`config.mk`:
```
export PLATFORM = sky130hd
export DESIGN_NAME = pht_ram
export DESIGN_NICKNAME = d
export VERILOG_FILES = /design/src/hdl/pht_ram.sv
export SDC_FILE = /design/constraint.sdc
export NUM_CORES = 2
export LEC_CHECK = 0
export ABC_CLOCK_PERIOD_IN_PS = 4100
export BUFFER_PORTS_ARGS = -buffer_cell sky130_fd_sc_hd__buf_2
export CORE_ASPECT_RATIO = 1.1
export CORE_MARGIN = 5
export CORE_UTILIZATION = 59
export CTS_BUF_LIST = sky130_fd_sc_hd__clkbuf_4 sky130_fd_sc_hd__clkbuf_8
export DETAILED_ROUTE_END_ITERATION = 12
export GPL_TIMING_DRIVEN = 0
export PLACE_DENSITY = 0.78
export SYNTH_ARGS = -nofsm -noshare
export SYNTH_HDL_FRONTEND = slang
export SYNTH_SLANG_ARGS = --single-unit
```
`constraint.sdc`:
```
create_clock -name clk -period 4.1 [get_ports clk]
set_input_delay 0.82 -clock clk [delete_from_list [all_inputs] [get_ports clk]]
set_output_delay 0.82 -clock clk [all_outputs]
set_load 0.02 [all_outputs]
```
`src/hdl/pht_ram.sv`:
```
// Single-port-write, single-port-read memory with registered read data.
// Used for the live bitmap rows and the data words. No dependencies.
`default_nettype none

module pht_ram #(
    parameter int WIDTH = 32,
    parameter int DEPTH = 64,
    localparam int AW   = (DEPTH > 1) ? $clog2(DEPTH) : 1
) (
    input  wire logic             clk,
    input  wire logic             wr_en,
    input  wire logic [AW-1:0]    wr_addr,
    input  wire logic [WIDTH-1:0] wr_data,
    input  wire logic             rd_en,
    input  wire logic [AW-1:0]    rd_addr,
    output logic      [WIDTH-1:0] rd_data
);

    logic [WIDTH-1:0] mem [DEPTH];

    // Write port
    always_ff @(posedge clk)
    begin
        if (wr_en)
        begin
            mem[wr_addr] <= wr_data;
        end
    end

    // Registered read port
    always_ff @(posedge clk)
    begin
        if (rd_en)
        begin
            rd_data <= mem[rd_addr];
        end
    end

endmodule

`default_nettype wire

```
Word level (Yosys, flattened, before mapping) --
Memory sizes are Yosys's and may differ from the RTL's. A register that Yosys moved wholly into a read port is not among the register bits. Index checks and enable logic that the tools add are counted.
Word-level totals: word-level logic and storage cells 3, register bits after elaboration 0, bits in writable memories 2048, memories kept 1, output and inout bits 32, bits of input ports 47
Operators by class: muxes and demuxes 2
Memory list:
- mem | words 64, bits a word 32, read ports 1, clocked after Yosys merged registers in 1, wr ports 1, line 19 | logic [WIDTH-1:0] mem [DEPTH];
Operators by type and width (count):
- 2-to-1 mux 1 bit | 2

Longest topological paths before layout --
depth in word-level cells 2, depth in mapped cells 10, mapped depth without buffers 5

Least setup slack after synthesis --
Ideal clock, no wire load.
path type input to register, from input wr_addr[3], to memory mem[48][0] (enable), arrival time 3.519 ns, buffers on the path 1, stages 4, path slack 0.120 ns, required time 3.639 ns, setup time 0.461 ns, cells stage by stage clkbuf_1 -> nor2b_1 -> nand4b_1 -> nor3_1
RTL lines:
- start, declared | line 12 | input wire logic [AW-1:0] wr_addr,
- end, declared | line 19
Straight into the memory's write port.

==> summary.md <==
| Metric | Value |
|---|---|
| Status | finished, violations left |
| Failing checks | capacitance limit, slew limit, setup timing |
| Reg-to-Reg End | rd_data[18]$_DFFE_PP_ |
| Synth Area in Simple Gates | 0.0126 |
| Via density per instance | 7.03 |
| Initial DRC Count | 7450 |
| Initial core utilization | 0.595 |
| Final Hold Fails | 0 |
| Sink Count | 2080 |
| DP HPWL | 141 mm |
| H-tree Lvls | 5 |
| Synth unique cells | 33 |
| Startpoint Class | primary input |
| PortBufs | 70 |
| Max FO, Critical Path | 19 |
| Die H | 393 microns |
| Post-synth EDFFs | 2080 |
| Clock transition at path regs | 0.06 ns |
| Most common cell on crit path | buf_2 |
| Leading area contributor after synthesis | edfxtp_1 |
| Slew headroom | -0.0316 |
| Max Root-Sink Buffers | 4 |
| # DRC | 0 |
| Share of layout cells above drive strength 1 | 0.327 |
| Post-Place Cell Area | 83200 sq um |
| Die Area | 141000 sq um |
| # setup viols final | 5 |
| Setup crit end | rd_data[16]$_DFFE_PP_ |
| RR Startpoint | mem[3][18]$_DFFE_PP_ |
| R2r setup slk | 1.19 ns |
| First-pass GRT wire length | 309 mm |
| Core Rows | 140 |
| Peak VDD IR | 0.440 mV |
| Via Count | 40900 |
| Sequential share of the synthesized area | 0.792 |
| Xor/xnor cell area share of the yosys netlist | 0 |
| Hold WC Path Type | in -> reg |
| Initial antenna violation count | 18 |
| Vias in the first global route | 40600 |
| TritonCTS clock tree | yes |
| Gpl congestion | 0.970 |
| Net Count, Synth | 3371 |
| Mapped Area | 78800 sq um |
| Critical Path RT | 4.80 ns |
| Crit end category | flip-flop |
| Pwr dens | 476 nW/um^2 |
| Largest family of logic cells by synthesized area | multiplexers |
| GRT Resource Usage Total | 0.322 |
| WHS | 0.421 ns |
| Cells after synthesis | 3324 |
| Num CTS Buffers | 327 |
| Multiplexer share of the synthesized area | 0.167 |
| Area Overhead vs Synth | 13.2% |
| Share of the synthesized area in the top cell type | 0.792 |
| Critical path type | in -> reg |
| Avg Inst Size Synth | 23.7 sq um |
| Final core occ | 0.673 |
| Largest net degree at the start of global routing | 65 |
| Worst clock skew | 0.0495 ns |
| Worst Tran Pin Value | 1.55 ns |
| Final min period | 4.19 ns |
| Post-synth top cells | edfxtp_1 (2080), mux4_2 (544), nor2_1 (137) |
| LEAKAGE | 27.9 nW |
| Nets | 3839 |
| Worst R2R Path Depth | 4 |
| Slew Viols, Final | 22 |
| Count leader, synth | edfxtp_1 |
| WL final | 225 mm |
| Routed length per placed instance | 38.7 microns |
| Top post-synthesis cells by area | edfxtp_1 (79%), mux4_2 (16%), mux2i_1 (1.2%) |
| Max-cap violation count | 2 |
| Pre-antenna DRT Iters | 9 |
| Post-DRT Antenna Nets | 0 |
| CP max stage delay | 0.80 ns |
| Skew-Pair Late Insertion Delay | 1.03 ns |
| Core area | 133000 sq um |
| Die width | 359 microns |
| Final setup margin | -0.0887 ns |
| Setup Total Neg Slack | -0.201 ns |
| Post-synthesis compound-gate area fraction | 0.0167 |
| Arr. time, crit path | 4.89 ns |
| Hold_buf cts | 0 |
| Post-synthesis register bit count | 2080 |
| # IOs | 79 |
| Primary FF master, synth | edfxtp_1 |
| Area share of fa/ha/maj cells after synthesis | 0 |
| Fmax | 239 MHz |
| Ys Warns | 0 |
| RSZ-0062 raised after global routing | false |
| Design area | 89300 sq um |
| Synth async-reset ratio | 0 |
| Root buffer cell | clkbuf_8 |
| Grt ovf | 0 |
| Fin crit share | 1.02 |
| Worst-path cell chain | buf_2 -> buf_2 -> buf_2 -> clkbuf_1 -> buf_2 -> mux2i_1 -> a21oi_1 -> a21oi_1 -> nor2_1 |
| Critical path's slowest cell | a21oi_1 |
| CP Launch Point | rd_addr[1] |
## sequential cells by signal, indices dropped and copies added, names as in the netlist
| name | cells |
|---|---|
| mem | 2048 |
| rd_data | 32 |
## critical path: cells and delay by family
| family | cells | cell delay, ns |
|---|---|---|
| multiplexers | 1 | 0.24 |
| buffers and inverters | 5 | 2.59 |
| AO/OA/AOI/OAI | 2 | 1.02 |
| AND/OR/NAND/NOR | 1 | 0.19 |
## layout make-up
cell class	instances	area, sq um
Multi-Input combinational cell	1062	16000
Timing Repair Buffer	140	1720
Tap cell	1775	2220
Fill cell	7775	43300
Antenna cell	19	47.5
Buffer	181	882
Clock buffer	425	5260
Sequential cell	2080	62500
Clock inverter	139	702
## repair_timing
action | in CTS | in global routing
setup endpoints to repair | 3 | 3
pin swaps | 0 | 0
resized for setup | 0 | 1
buffers inserted | 0 | 0
## worst min-delay path by stage
stage	cells after the start	slack [ns]	startpoint	endpoint
floorplan	4	0.75	mem[12][17]$_DFFE_PP_	rd_data[17]$_DFFE_PP_
global placement	4	0.96	mem[28][8]$_DFFE_PP_	rd_data[8]$_DFFE_PP_
detailed placement	4	0.95	mem[29][4]$_DFFE_PP_	rd_data[4]$_DFFE_PP_
CTS	2	0.44	wr_addr[1]	mem[48][28]$_DFFE_PP_
global route	1	0.42	wr_data[21]	mem[22][21]$_DFFE_PP_
finish	1	0.42	wr_data[21]	mem[22][21]$_DFFE_PP_
## logic make-up after synthesis
| kind of cell | count (synthesis) |
|---|---|
| flip-flops | 2080 |
| multiplexers | 637 |
| AND/OR/NAND/NOR | 223 |
| AO/OA/AOI/OAI | 202 |
| buffers and inverters | 182 |
## where the power goes
part           total (mW)  internal, mW  switching (mW)  leakage [nW]
logic                2.46         0.786            1.67          6.00
clock network        16.4          8.54            7.88          3.17
registers            23.6          23.6          0.0439          18.7
total                42.5          32.9            9.60          27.9
## metal layers
layer / GRT usage / share of wire
met1: 0.427 / 0.32
met5: 0.00632 / 0.00098
met2: 0.473 / 0.45
met4: 0.183 / 0.072
met3: 0.108 / 0.15
## through the flow
step | setup slack (ns) | cells | total power, mW
CTS | 0.158 | 5802 | 42.5
floorplan | 0.120 | 3324 | 25.3
global placement | -2.99 | 5169 | 26.4
detailed placement | -1.15 | 5239 | 26.5
finish | -0.0887 | 5821 | 42.5
global route | 0.0608 | 5804 | 43.7
## placed cells by master, fill, tap and decap left out, types with 12 or more instances in the layout
cell and n:
nand2_1 25, buf_4 31, a22oi_1 12, nor2_4 62, buf_2 121, nor2b_1 15, nor2_1 75, edfxtp_1 2080
buf_1 20, o22ai_1 84, mux4_2 544, clkinv_2 40, buf_6 13, buf_12 59, diode_2 19, clkbuf_8 331
clkbuf_4 94, clkbuf_1 74, clkinv_1 86, o221ai_1 27, mux2i_1 93, a21oi_1 62
Power figures use the tool's default switching activity.
