## src/hdl/pht_pkg.sv

```systemverilog
// Package for the per-owner handle table: field widths, operation and
// status codes, sequencer states and the control structs.
// No dependencies.
`default_nettype none

package pht_pkg;

    // Field widths of the item ports
    localparam int FUNC_W   = 2;
    localparam int OWNER_W  = 6;
    localparam int HID_W    = 8;
    localparam int VALUE_W  = 32;
    localparam int STATUS_W = 2;

    // Default table geometry
    localparam int DEF_HANDLES = 128;
    localparam int DEF_OWNERS  = 64;

    // Free-handle scan width: bits of the live row checked per cycle
    localparam int SCAN_CHUNK = 8;
    localparam int SCAN_SEL_W = 3;

    typedef enum logic [FUNC_W-1:0] {
        FUNC_ALLOC = 2'd0,
        FUNC_GET   = 2'd1,
        FUNC_SET   = 2'd2,
        FUNC_FREE  = 2'd3
    } func_t;

    typedef enum logic [STATUS_W-1:0] {
        ST_OK       = 2'd0,
        ST_FULL     = 2'd1,
        ST_NOT_LIVE = 2'd2
    } status_t;

    typedef enum logic [2:0] {
        S_CLEAR,
        S_IDLE,
        S_READ,
        S_EVAL,
        S_SCAN,
        S_ALLOC,
        S_DONE
    } state_t;

    // Datapath status seen by the sequencer
    typedef struct packed {
        logic in_valid;
        logic alloc_go;
        logic scan_hit;
        logic scan_last;
        logic clr_last;
        logic out_free;
    } pht_stat_t;

    // Step enables driven by the sequencer
    typedef struct packed {
        logic clr_en;
        logic in_ready;
        logic rd_en;
        logic eval_en;
        logic scan_en;
        logic alloc_en;
        logic done_en;
    } pht_ctl_t;

endpackage

`default_nettype wire

```

## src/hdl/pht_ctrl.sv

```systemverilog
// Sequencer of the handle table: clear pass, read, evaluate, free-handle
// scan, allocate write and result hand-off. Depends on pht_pkg.
`default_nettype none

module pht_ctrl (
    input  wire logic               clk,
    input  wire logic               rst_n,
    input  wire pht_pkg::pht_stat_t stat,
    output pht_pkg::pht_ctl_t       ctl
);

    import pht_pkg::*;

    state_t state_reg;
    state_t state_next;

    always_ff @(posedge clk or negedge rst_n)
    begin
        if (!rst_n)
        begin
            state_reg <= S_CLEAR;
        end
        else
        begin
            state_reg <= state_next;
        end
    end

    // Next state
    always_comb
    begin
        state_next = state_reg;
        case (state_reg)
            S_CLEAR:
            begin
                if (stat.clr_last)
                begin
                    state_next = S_IDLE;
                end
            end
            S_IDLE:
            begin
                if (stat.in_valid)
                begin
                    state_next = S_READ;
                end
            end
            S_READ:
            begin
                state_next = S_EVAL;
            end
            S_EVAL:
            begin
                state_next = stat.alloc_go ? S_SCAN : S_DONE;
            end
            S_SCAN:
            begin
                if (stat.scan_hit)
                begin
                    state_next = S_ALLOC;
                end
                else if (stat.scan_last)
                begin
                    state_next = S_DONE;
                end
            end
            S_ALLOC:
            begin
                state_next = S_DONE;
            end
            S_DONE:
            begin
                if (stat.out_free)
                begin
                    state_next = S_IDLE;
                end
            end
            default:
            begin
                state_next = S_CLEAR;
            end
        endcase
    end

    // Step enables
    always_comb
    begin
        ctl = '0;
        case (state_reg)
            S_CLEAR: ctl.clr_en   = 1'b1;
            S_IDLE:  ctl.in_ready = 1'b1;
            S_READ:  ctl.rd_en    = 1'b1;
            S_EVAL:  ctl.eval_en  = 1'b1;
            S_SCAN:  ctl.scan_en  = 1'b1;
            S_ALLOC: ctl.alloc_en = 1'b1;
            S_DONE:  ctl.done_en  = 1'b1;
            default: ctl = '0;
        endcase
    end

endmodule

`default_nettype wire

```

## config.mk

```make
export PLATFORM = sky130hd
export DESIGN_NAME = pht_ctrl
export DESIGN_NICKNAME = d
export VERILOG_FILES = /design/src/hdl/pht_pkg.sv /design/src/hdl/pht_ctrl.sv
export SDC_FILE = /design/constraint.sdc
export NUM_CORES = 1
export LEC_CHECK = 0
export BUFFER_PORTS_ARGS = -buffer_cell sky130_fd_sc_hd__buf_2
export CAP_MARGIN = 20
export CORE_AREA = 3 3 40 42
export DETAILED_ROUTE_END_ITERATION = 8
export DIE_AREA = 0 0 43 45
export GPL_ROUTABILITY_DRIVEN = 1
export GPL_TIMING_DRIVEN = 0
export SLEW_MARGIN = 25
export SYNTH_ARGS = -nofsm -noshare
export SYNTH_HDL_FRONTEND = slang
export SYNTH_SLANG_ARGS = --single-unit
```

## constraint.sdc

```tcl
create_clock -name clk -period 0.94 [get_ports clk]
set_input_delay 0.047 -clock clk [delete_from_list [all_inputs] [get_ports clk]]
set_output_delay 0.047 -clock clk [all_outputs]
set_load 0.01 [all_outputs]
```

# Word-level counts from Yosys, hierarchy flattened
# Index checks and enable logic that the tools add are counted.
dict set report word_totals {
  word_cells 27
  regBits 3
}
dict set report op_classes {
  n_reduce_logical 2
  n_eq_ne 10
  mux 14
}
# cell count
set ops {}
lappend ops {{3-bit one-hot mux with 7 select lines} 1}
lappend ops {{3-bit 2-to-1 mux} 5}
lappend ops {{3-bit == test (second input constant)} 3}
lappend ops {{1-bit 2-to-1 mux} 7}
lappend ops {{3-bit by 2-bit == test with 1-bit output (second input constant)} 2}
lappend ops {{2-bit inequality test (second input constant)} 3}
lappend ops {{4-bit AND reduction} 1}
lappend ops {{3-bit by 1-bit == test with 1-bit output (second input constant)} 1}
lappend ops {{3-bit zero test} 1}
lappend ops {{3-bit inequality test (second input constant)} 1}
lappend ops {{2-bit 2-to-1 mux} 1}

# Longest topological paths before layout
# Gate-level depths: netlist (run 1).
dict set report logic_depth {
  depth_word 3
  ltp_mapped 4
  mapped_depth_nobuf 3
}

# Worst setup path after synthesis (run 1)
# OpenSTA, ideal clock, no wires.
dict set report synth_path {
  kind {register to register}
  from {register state_reg[2]}
  to {register state_reg[0]}
  setup_ns 0.129
  arrival_time_ns 0.887
  path_slack_ns -0.076
  period_less_slack_ns 1.016
  stages_incl_launch_ff 4
  path_cell_list {dfrtp_1 -> mux2_4 -> o22ai_2 -> o32ai_1}
}
dict set report synth_between {
  elab_chain_cells 3
  word_cells_on_any_way 13
  cone_classes {10 x eq/ne; 1 x mux; 2 x reduce/logical}
}
# element line
set synth_lines {}
lappend synth_lines {{from (decl)} pht_ctrl.sv:14} ;# state_t state_reg;
lappend synth_lines {{from (signal assigned)} pht_ctrl.sv:25} ;# state_reg <= state_next;
lappend synth_lines {{3-bit == test (tied with other cells)} pht_ctrl.sv:33} ;# case (state_reg)
lappend synth_lines {{3-bit inequality test (no source line) or 2-bit inequality test (tied branches)} -}
lappend synth_lines {{4-bit AND reduction (no source line)} -}
# Parallel ways exist; a longest one is shown, timed or not.
# A chain may end at the register's enable or synchronous reset.

# Worst setup path in the final report (run 1)
# Same ends and word-level chain as after synthesis.

==> impl_metrics.json, run 1 <==
{
  "max-vdd-ir-drop_mv": 1.119,
  "final_cells": 69,
  "ys_warn_count": 0,
  "die_area_mm2": 0.001935,
  "rsz0062_at_grt": "yes",
  "synth_top_area_share_pct": 30.93,
  "gp_congestion": 0.7564,
  "power_uw": 1749,
  "clk_pin_slew_ns": 0.04,
  "grt_overflow": 0,
  "drtAntennaViolNets": 0,
  "cts_root_buf": "clkbuf_4",
  "start_util_pct": 18.89,
  "arrival_ns": 1.29,
  "p_leak_uw": 0.0002465,
  "yosys.area.top_type": "dfrtp_1",
  "crit_required_ns": 1.05,
  "crit_path_top_delay_cell": "dfrtp_1",
  "synth_area_leaders": "dfrtp_1 31%, buf_4 6.2%, mux2_4 6.2%",
  "max_slew_margin_pct": 84.88,
  "design_area_um2": 490.5,
  "drive_above_1_share_pct": 74.07,
  "fin_ws_ns": -0.2405,
  "setup_viol": 10,
  "path_buf_inv": 1,
  "powerDensity_mw_per_mm2": 3565,
  "tns_ns": -1.648,
  "hold_path.class": "in -> reg",
  "grt_util_all_layers_pct": 8.424,
  "max_freq_mhz": 847.1,
  "drcViolationCount": 0,
  "die_h_um": 45,
  "fin_nets": 63,
  "finalMaxSlewViolations": 0,
  "antenna_found_initial": 0,
  "cp_top_family": "flip-flops",
  "cts_tree": "done",
  "path_cells": "buf_4 -> mux2_4 -> o22ai_2 -> o32ai_1",
  "ys.flop_type": "dfrtp_1",
  "route.final.wire_length_um": 774,
  "cts_buffers": 3,
  "wire_per_inst_um": 11.22,
  "synth_cell_types": 19,
  "synthArstFlopShare_pct": 100.0,
  "yosys-top-cells-count": "4 x nor2_1, 3 x dfrtp_1",
  "grt_pass1_vias": 233,
  "chipWidth_um": 43,
  "fin_crit_ns": 1.181,
  "path_max_fanout": 3,
  "syn-cell-area_um2": 242.7,
  "ys_seq_area_share_pct": 30.93,
  "port_buffers": 14,
  "htreeDepth": 1,
  "drt_iter0_drc": 0,
  "insertion_delay_ns": 0.24,
  "ys_ff_latch": 3,
  "tightest_slew_ns": 0.2262,
  "dp_cells": 57,
  "area_delta_synth_final_pct": 102.1,
  "hold_viol_final": 0,
  "syn_inst": 28,
  "vias": 300,
  "failed_checks": "negative setup slack",
  "rows": 13,
  "grt_max_degree": 11,
  "io_pins": 15,
  "placeableCoreArea_mm2": 0.001285,
  "syn_area_per_cell_um2": 8.669,
  "dpl-instance-area_um2": 336.6,
  "maxCapViolations": 0,
  "start_kind": "flop",
  "syn_nets": 36,
  "path_class": "reg -> reg",
  "post-place-ws_ns": -0.1165,
  "dp_hpwl_um": 461.6,
  "largest_reg_flops": 3,
  "grt_pass1_wl_mm": 1.062,
  "synth_edf_count": 0,
  "antennaDiodeCount": 0,
  "fin_skew_ns": 0.0007500,
  "slowest_delay_ns": 0.40,
  "outcome": "complete, but fails checks",
  "synth_most_common_cell": "nor2_1",
  "fin_crit_sh_pct": 125.6,
  "cts_buffer_depth": 2,
  "clkSinkCount": 3,
  "cp-end-kind": "flop",
  "drt_first_pass_iters": 1,
  "vias_per_cell": 4.348
}
-- worst paths after layout --
path	start	endpoint	slack [ns]	depth (start not counted)
max	state_reg[2]	state_reg[0]	-0.24	4
min reg2reg	state_reg[1]	state_reg[0]	0.63	2
max reg2reg	state_reg[2]	state_reg[0]	-0.24	4
min	stat[5]	state_reg[0]	0.03	2
max in group asynchronous	rst_n	state_reg[0]	0.70	2
min in group asynchronous	rst_n	state_reg[1]	0.14	2
-- final cells by class --
type | instances | area, µm²
fill | 138 | 794.5
timing repair buffer | 22 | 140.1
clock buffer | 4 | 26.28
multi-input combinational | 20 | 188.9
inverter | 2 | 7.507
buffer | 3 | 33.78
tap | 15 | 18.77
sequential | 3 | 75.07
-- stage by stage --
step | utilization, % | hold slack, ns
final | 38.17 | 0.02847
after global placement | 26.19 | -0.1543
after CTS | 33.40 | 0.02542
after global routing | 38.17 | 0.03555
after detailed placement | 26.19 | -0.1561
after floorplan | - | -0.2486
-- what timing repair did --
| item | in CTS | in global routing |
|---|---|---|
| gates resized for setup | 6 | 9 |
| endpoints found under the hold margin | 3 | 0 |
| pin swaps | 2 | 4 |
| setup endpoints to repair | 9 | 10 |
| hold buffers | 1 | 0 |
| setup buffers | 4 | 3 |
-- kinds of logic after synthesis --
logic type | synth area share (%)
AND/OR/NAND/NOR | 23.19
buffers and inverters | 13.92
flip-flops | 30.93
multiplexers | 6.184
AO/OA/AOI/OAI | 25.77
-- cells in the final DEF (no fill, tap or decap) --
cell / count
nor3b_2: 1
nor2_2: 1
mux2_4: 1
a21o_1: 1
o31ai_2: 1
o21ai_2: 1
buf_4: 5
a31oi_2: 1
clkbuf_4: 3
nor3b_4: 1
buf_6: 5
nand2b_4: 1
o22ai_2: 1
clkbuf_1: 1
o21ai_1: 1
dlygate4sd3_1: 1
nor3_2: 2
inv_1: 2
buf_2: 14
and3_4: 1
nor2_1: 3
dfrtp_1: 3
o32ai_1: 1
a21oi_2: 1
nand2_1: 1
-- where the power goes --
group	internal (µW)	switching (µW)
Sequential	196	44.8
Combinational	692	583
Clock	160	74.1
Total	1050	702
-- per-layer routing --
layer / GRT usage [%] / share of wire, %
met4: 10.84 / 3.2
met3: 3.586 / 6.8
met5: 0 / 0
met2: 9.581 / 43
met1: 10.17 / 47
No activity file was read; power rests on OpenSTA's default activity.
==> inputs of run 2 (changes only) <==
Settings changed: RECOVER_POWER from default to 25.
==> run 2 against run 1 <==
The flow still finishes with violations (negative setup slack). Worst setup slack unchanged. Highest routed layer unchanged. Die area unchanged. Final cell count unchanged. Routed wire length decreased by 0.26%. Largest power group unchanged.
==> impl_metrics.json, run 2 (synthesis gave the netlist of run 1 again) <==
{
  "outcome": "complete, but fails checks",
  "failed_checks": "negative setup slack",
  "rows": 13,
  "max_slew_margin_pct": 84.88,
  "p_clk_share_pct": 13.4,
  "grt_max_degree": 11,
  "die_area_mm2": 0.001935,
  "placeableCoreArea_mm2": 0.001285,
  "insertion_delay_ns": 0.24,
  "path_class": "reg -> reg",
  "path_cells": "buf_4 -> mux2_4 -> o22ai_2 -> o32ai_1",
  "cp_top_family": "flip-flops",
  "area_delta_synth_final_pct": 101.5,
  "fin_crit_ns": 1.181,
  "p_leak_uw": 0.0002437,
  "vias": 300,
  "final_cells": 69,
  "reg2reg_slack_ns": -0.24,
  "dpl-instance-area_um2": 336.6,
  "drt_iter0_drc": 0,
  "finalMaxSlewViolations": 0,
  "die_h_um": 45,
  "chipWidth_um": 43,
  "start_util_pct": 18.89,
  "wire_per_inst_um": 11.19,
  "hold_path.class": "in -> reg",
  "clkSinkCount": 3,
  "r2r-end": "state_reg[0]",
  "drt_first_pass_iters": 1,
  "p_int_uw": 1046,
  "clk_pin_slew_ns": 0.04,
  "grt_overflow": 0,
  "startpoint": "state_reg[2]",
  "whs_endpoint": "state_reg[0]",
  "slowest_delay_ns": 0.40,
  "r2r_start": "state_reg[2]",
  "cts_tree": "done",
  "power_frac_comb_pct": 72.9,
  "fin_ws_ns": -0.2405,
  "arrival_ns": 1.29,
  "port_buffers": 14,
  "rsz0062_at_grt": "yes",
  "seq_power_share_pct": 13.8,
  "crit_required_ns": 1.05,
  "tns_ns": -1.648,
  "dp_cells": 57,
  "p_sw_share_pct": 40.14,
  "final_common_cell": "buf_2",
  "powerDensity_mw_per_mm2": 3573,
  "largest_reg_flops": 3,
  "max-vdd-ir-drop_mv": 1.119,
  "setup_viol": 10,
  "grt_util_all_layers_pct": 8.424,
  "max_freq_mhz": 847.1,
  "reg2reg_depth": 4,
  "min_path_cells": 2,
  "vias_per_cell": 4.348,
  "fin_skew_ns": 0.0007500,
  "cts_buffer_depth": 2,
  "drcViolationCount": 0,
  "start_kind": "flop",
  "path_max_fanout": 3,
  "route.final.wire_length_um": 772,
  "gp_congestion": 0.7564,
  "cp-end-kind": "flop",
  "io_pins": 15,
  "p_sw_uw": 701.7,
  "final_cell_mix": "13 x buf_2, 5 x buf_6, 5 x buf_4",
  "antenna_found_initial": 0,
  "holdCritStartpoint": "stat[5]",
  "drive_above_1_share_pct": 72.22,
  "grt_pass1_wl_mm": 1.062,
  "maxCapViolations": 0,
  "drtAntennaViolNets": 0,
  "cts_root_buf": "clkbuf_4",
  "design_area_um2": 489.2,
  "fin_nets": 63,
  "cts_buffers": 3,
  "hold_viol_final": 0,
  "tightest_slew_ns": 0.2262,
  "htreeDepth": 1,
  "fin_crit_sh_pct": 125.6,
  "crit_path_top_delay_cell": "dfrtp_1",
  "antennaDiodeCount": 0,
  "dp_hpwl_um": 461.6,
  "grt_pass1_vias": 233,
  "path_buf_inv": 1
}
-- run 2: changes by cell type in the layout (fill, tap and decap cells not counted) --
| cell | change |
|---|---|
| clkbuf_1 | +1 |
| buf_2 | -1 |
-- run 2: power by group through the flow --
stage          clock, µW  sequential, µW  combinational, µW
6_report             234             240               1270
5_1_grt              252             249               1360
4_1_cts              234             233               1020
3_5_place_dp           0             235                803
3_3_place_gp           0             234                791
2_1_floorplan          0             227                595
-- run 2: area by class of cell --
class	count	area, µm²
Buffer	3	33.78
Sequential cell	3	75.07
Timing Repair Buffer	22	138.9
Clock buffer	4	26.28
Tap cell	15	18.77
Multi-Input combinational cell	20	188.9
Fill cell	138	795.8
Inverter	2	7.507
-- run 2: worst register-to-register path, stage by stage, from the launching register on --
cell and delay, ns:
dfrtp_1 0.40, buf_4 0.15, mux2_4 0.29, o22ai_2 0.13, o32ai_1 0.09
-- run 2: metal layers --
layer	GRT usage, %	routed length [µm]
met3	3.586	53
met4	10.84	25
met1	10.17	359
met2	9.581	334
met5	0	0
-- run 2: worst max path at each step --
stage,endpoint,slack [ns],cells past startpoint
after CTS,state_reg[0],-0.23,4
after global routing,ctl[4],-0.29,3
after detailed placement,state_reg[0],-0.12,3
final,state_reg[0],-0.24,4
after floorplan,state_reg[0],-0.06,3
after global placement,state_reg[0],-0.12,3
-- run 2: per-stage QoR --
stage / power (µW) / hold WS (ns) / setup WS, ns / util [%]
after CTS: 1491 / 0.02542 / -0.2257 / 33.40
after detailed placement: 1039 / -0.1561 / -0.1165 / 26.19
after global placement: 1025 / -0.1543 / -0.1161 / 26.19
final: 1748 / 0.02847 / -0.2405 / 38.07
after floorplan: 822.1 / -0.2486 / -0.06321 / -
after global routing: 1865 / 0.03555 / -0.2885 / 38.07
-- run 2: repair_timing --
item / 4_1_cts / 5_1_grt
endpoints found under the hold margin: 3 / 0
setup endpoints to repair: 9 / 10
hold buffers: 1 / 0
pin swaps: 2 / 4
resized for setup: 6 / 9
buffers inserted: 4 / 3
==> inputs of run 3 (changes only) <==
Settings changed: HOLD_SLACK_MARGIN from default to 0.08.
Clock period 0.94 ns to 1.1 ns, I/O delays scaled along.
==> run 3 against run 2 <==
The flow still finishes with violations (negative setup slack). Critical path depth unchanged. Design area is 10% lower. Hold slack improved by 0.12 ns. Maximum frequency fell by 0.86%. Routed wire length down 15%. Via count shrank 3.0%. Die area is the same. Clock skew grew 0.00086 ns. Critical path type unchanged.
==> impl_metrics.json, run 3 (synthesis gave the netlist of run 1 again) <==
{
  "fin_ws_ns": -0.09077,
  "max_freq_mhz": 839.8,
  "clk_pin_slew_ns": 0.04,
  "antenna_found_initial": 0,
  "fin_nets": 61,
  "dp_hpwl_um": 449.1,
  "failed_checks": "negative setup slack",
  "multiInputGateArea_um2": 161.4,
  "die_h_um": 45,
  "busiest_layer": "met4",
  "reg2reg_depth": 4,
  "power_uw": 1260,
  "arrival_ns": 1.30,
  "rsz0062_at_grt": "yes",
  "regArea_um2": 75.07,
  "area_delta_synth_final_pct": 80.41,
  "max_slew_margin_pct": 85.29,
  "met1_usage_pct": 8.010,
  "grt_overflow": 0,
  "htreeDepth": 1,
  "largest_reg_flops": 3,
  "finalMaxSlewViolations": 0,
  "min_path_cells": 3,
  "drive_above_1_share_pct": 61.54,
  "start_kind": "flop",
  "chipWidth_um": 43,
  "grt_max_degree": 11,
  "cts_buffer_depth": 2,
  "holdCritStartpoint": "stat[0]",
  "use_met2_pct": 8.683,
  "n_fill_cell": 149,
  "cts_root_buf": "clkbuf_4",
  "path_max_fanout": 3,
  "antennaDiodeCount": 0,
  "wire_per_inst_um": 9.761,
  "drtAntennaViolNets": 0,
  "path_class": "reg -> reg",
  "drt_first_pass_iters": 2,
  "maxCapViolations": 0,
  "grt_util_all_layers_pct": 6.928,
  "cts_buffers": 3,
  "grt_pass1_vias": 223,
  "vias": 291,
  "placeableCoreArea_mm2": 0.001285,
  "post-place-ws_ns": 0.02868,
  "final_common_cell": "buf_2",
  "cts_tree": "done",
  "start_util_pct": 18.89,
  "drt_iter0_drc": 5,
  "drcViolationCount": 0,
  "cp-end-kind": "flop",
  "fin_skew_ns": 0.001614,
  "port_buffers": 14,
  "hold_viol_final": 0,
  "outcome": "complete, but fails checks",
  "final_cell_mix": "13 x buf_2, 5 x buf_4, 4 x nor2_1",
  "die_area_mm2": 0.001935,
  "startpoint": "state_reg[2]",
  "crit_required_ns": 1.21,
  "hold_path.class": "in -> reg",
  "design_area_um2": 437.9,
  "insertion_delay_ns": 0.23,
  "r2r_start": "state_reg[2]",
  "route.final.wire_length_um": 654,
  "gp_congestion": 0.7540,
  "met3_usage_pct": 2.390,
  "fin_crit_ns": 1.191,
  "clkSinkCount": 3,
  "p_leak_uw": 0.0002275,
  "tightest_slew_ns": 0.2200,
  "max-vdd-ir-drop_mv": 0.8694,
  "setup_viol": 6,
  "rows": 13,
  "io_pins": 15,
  "hold_ws_ns": 0.1497,
  "vias_per_cell": 4.343,
  "fin_crit_sh_pct": 108.3,
  "dpl-instance-area_um2": 331.6,
  "grt_pass1_wl_um": 917,
  "powerDensity_mw_per_mm2": 2878
}
## run 3: timing repair
item | in CTS | in global routing
hold buffers | 2 | 0
setup buffers | 1 | 3
gates resized for setup | 3 | 4
endpoints found under the hold margin | 4 | 0
setup endpoints to repair | 6 | 8
pin swaps | 0 | 3
## run 3: cell type report
class	instances	area share, %
Inverter	2	1.714
Sequential cell	3	17.14
Tap cell	15	4.286
Timing Repair Buffer	20	27.14
Multi-Input combinational cell	20	36.86
Clock buffer	4	6.000
Buffer	3	6.857
## run 3: path summary, 6_finish.rpt
check / endpoint / slack (ns)
worst max register to register: state_reg[0] / -0.09
max in group asynchronous: state_reg[2] / 0.79
worst min register to register: state_reg[0] / 0.57
min in group asynchronous: state_reg[0] / 0.16
worst min-delay path: state_reg[0] / 0.15
worst max-delay path: state_reg[0] / -0.09
## run 3: report_power, final
group,internal (µW),switching [µW]
combinational,448,418
sequential,167,33.5
clock,136,57.6
total,751,509
## run 3: per-stage QoR
step           std cells  setup TNS (ns)  utilization, %
6_report              67         -0.1888           34.08
5_1_grt               67         -0.7091           34.08
4_1_cts               64         -0.2306           31.16
3_5_place_dp          57               0           25.80
3_3_place_gp          57               0           25.80
2_1_floorplan         28               0               -
## run 3: layer usage
metal | share of wire [%] | up-vias | wire length, µm
li1 | - | 147 | -
met3 | 11 | 2 | 69
met1 | 41 | 128 | 265
met2 | 46 | 14 | 304
met5 | 0 | - | 0
met4 | 2.1 | 0 | 14
## run 3: worst max-delay path, cell delays in order, from the launching register on
cell     delay, ns
dfrtp_1       0.40
buf_4         0.15
mux2_4        0.29
o22ai_2       0.14
o32ai_1       0.09
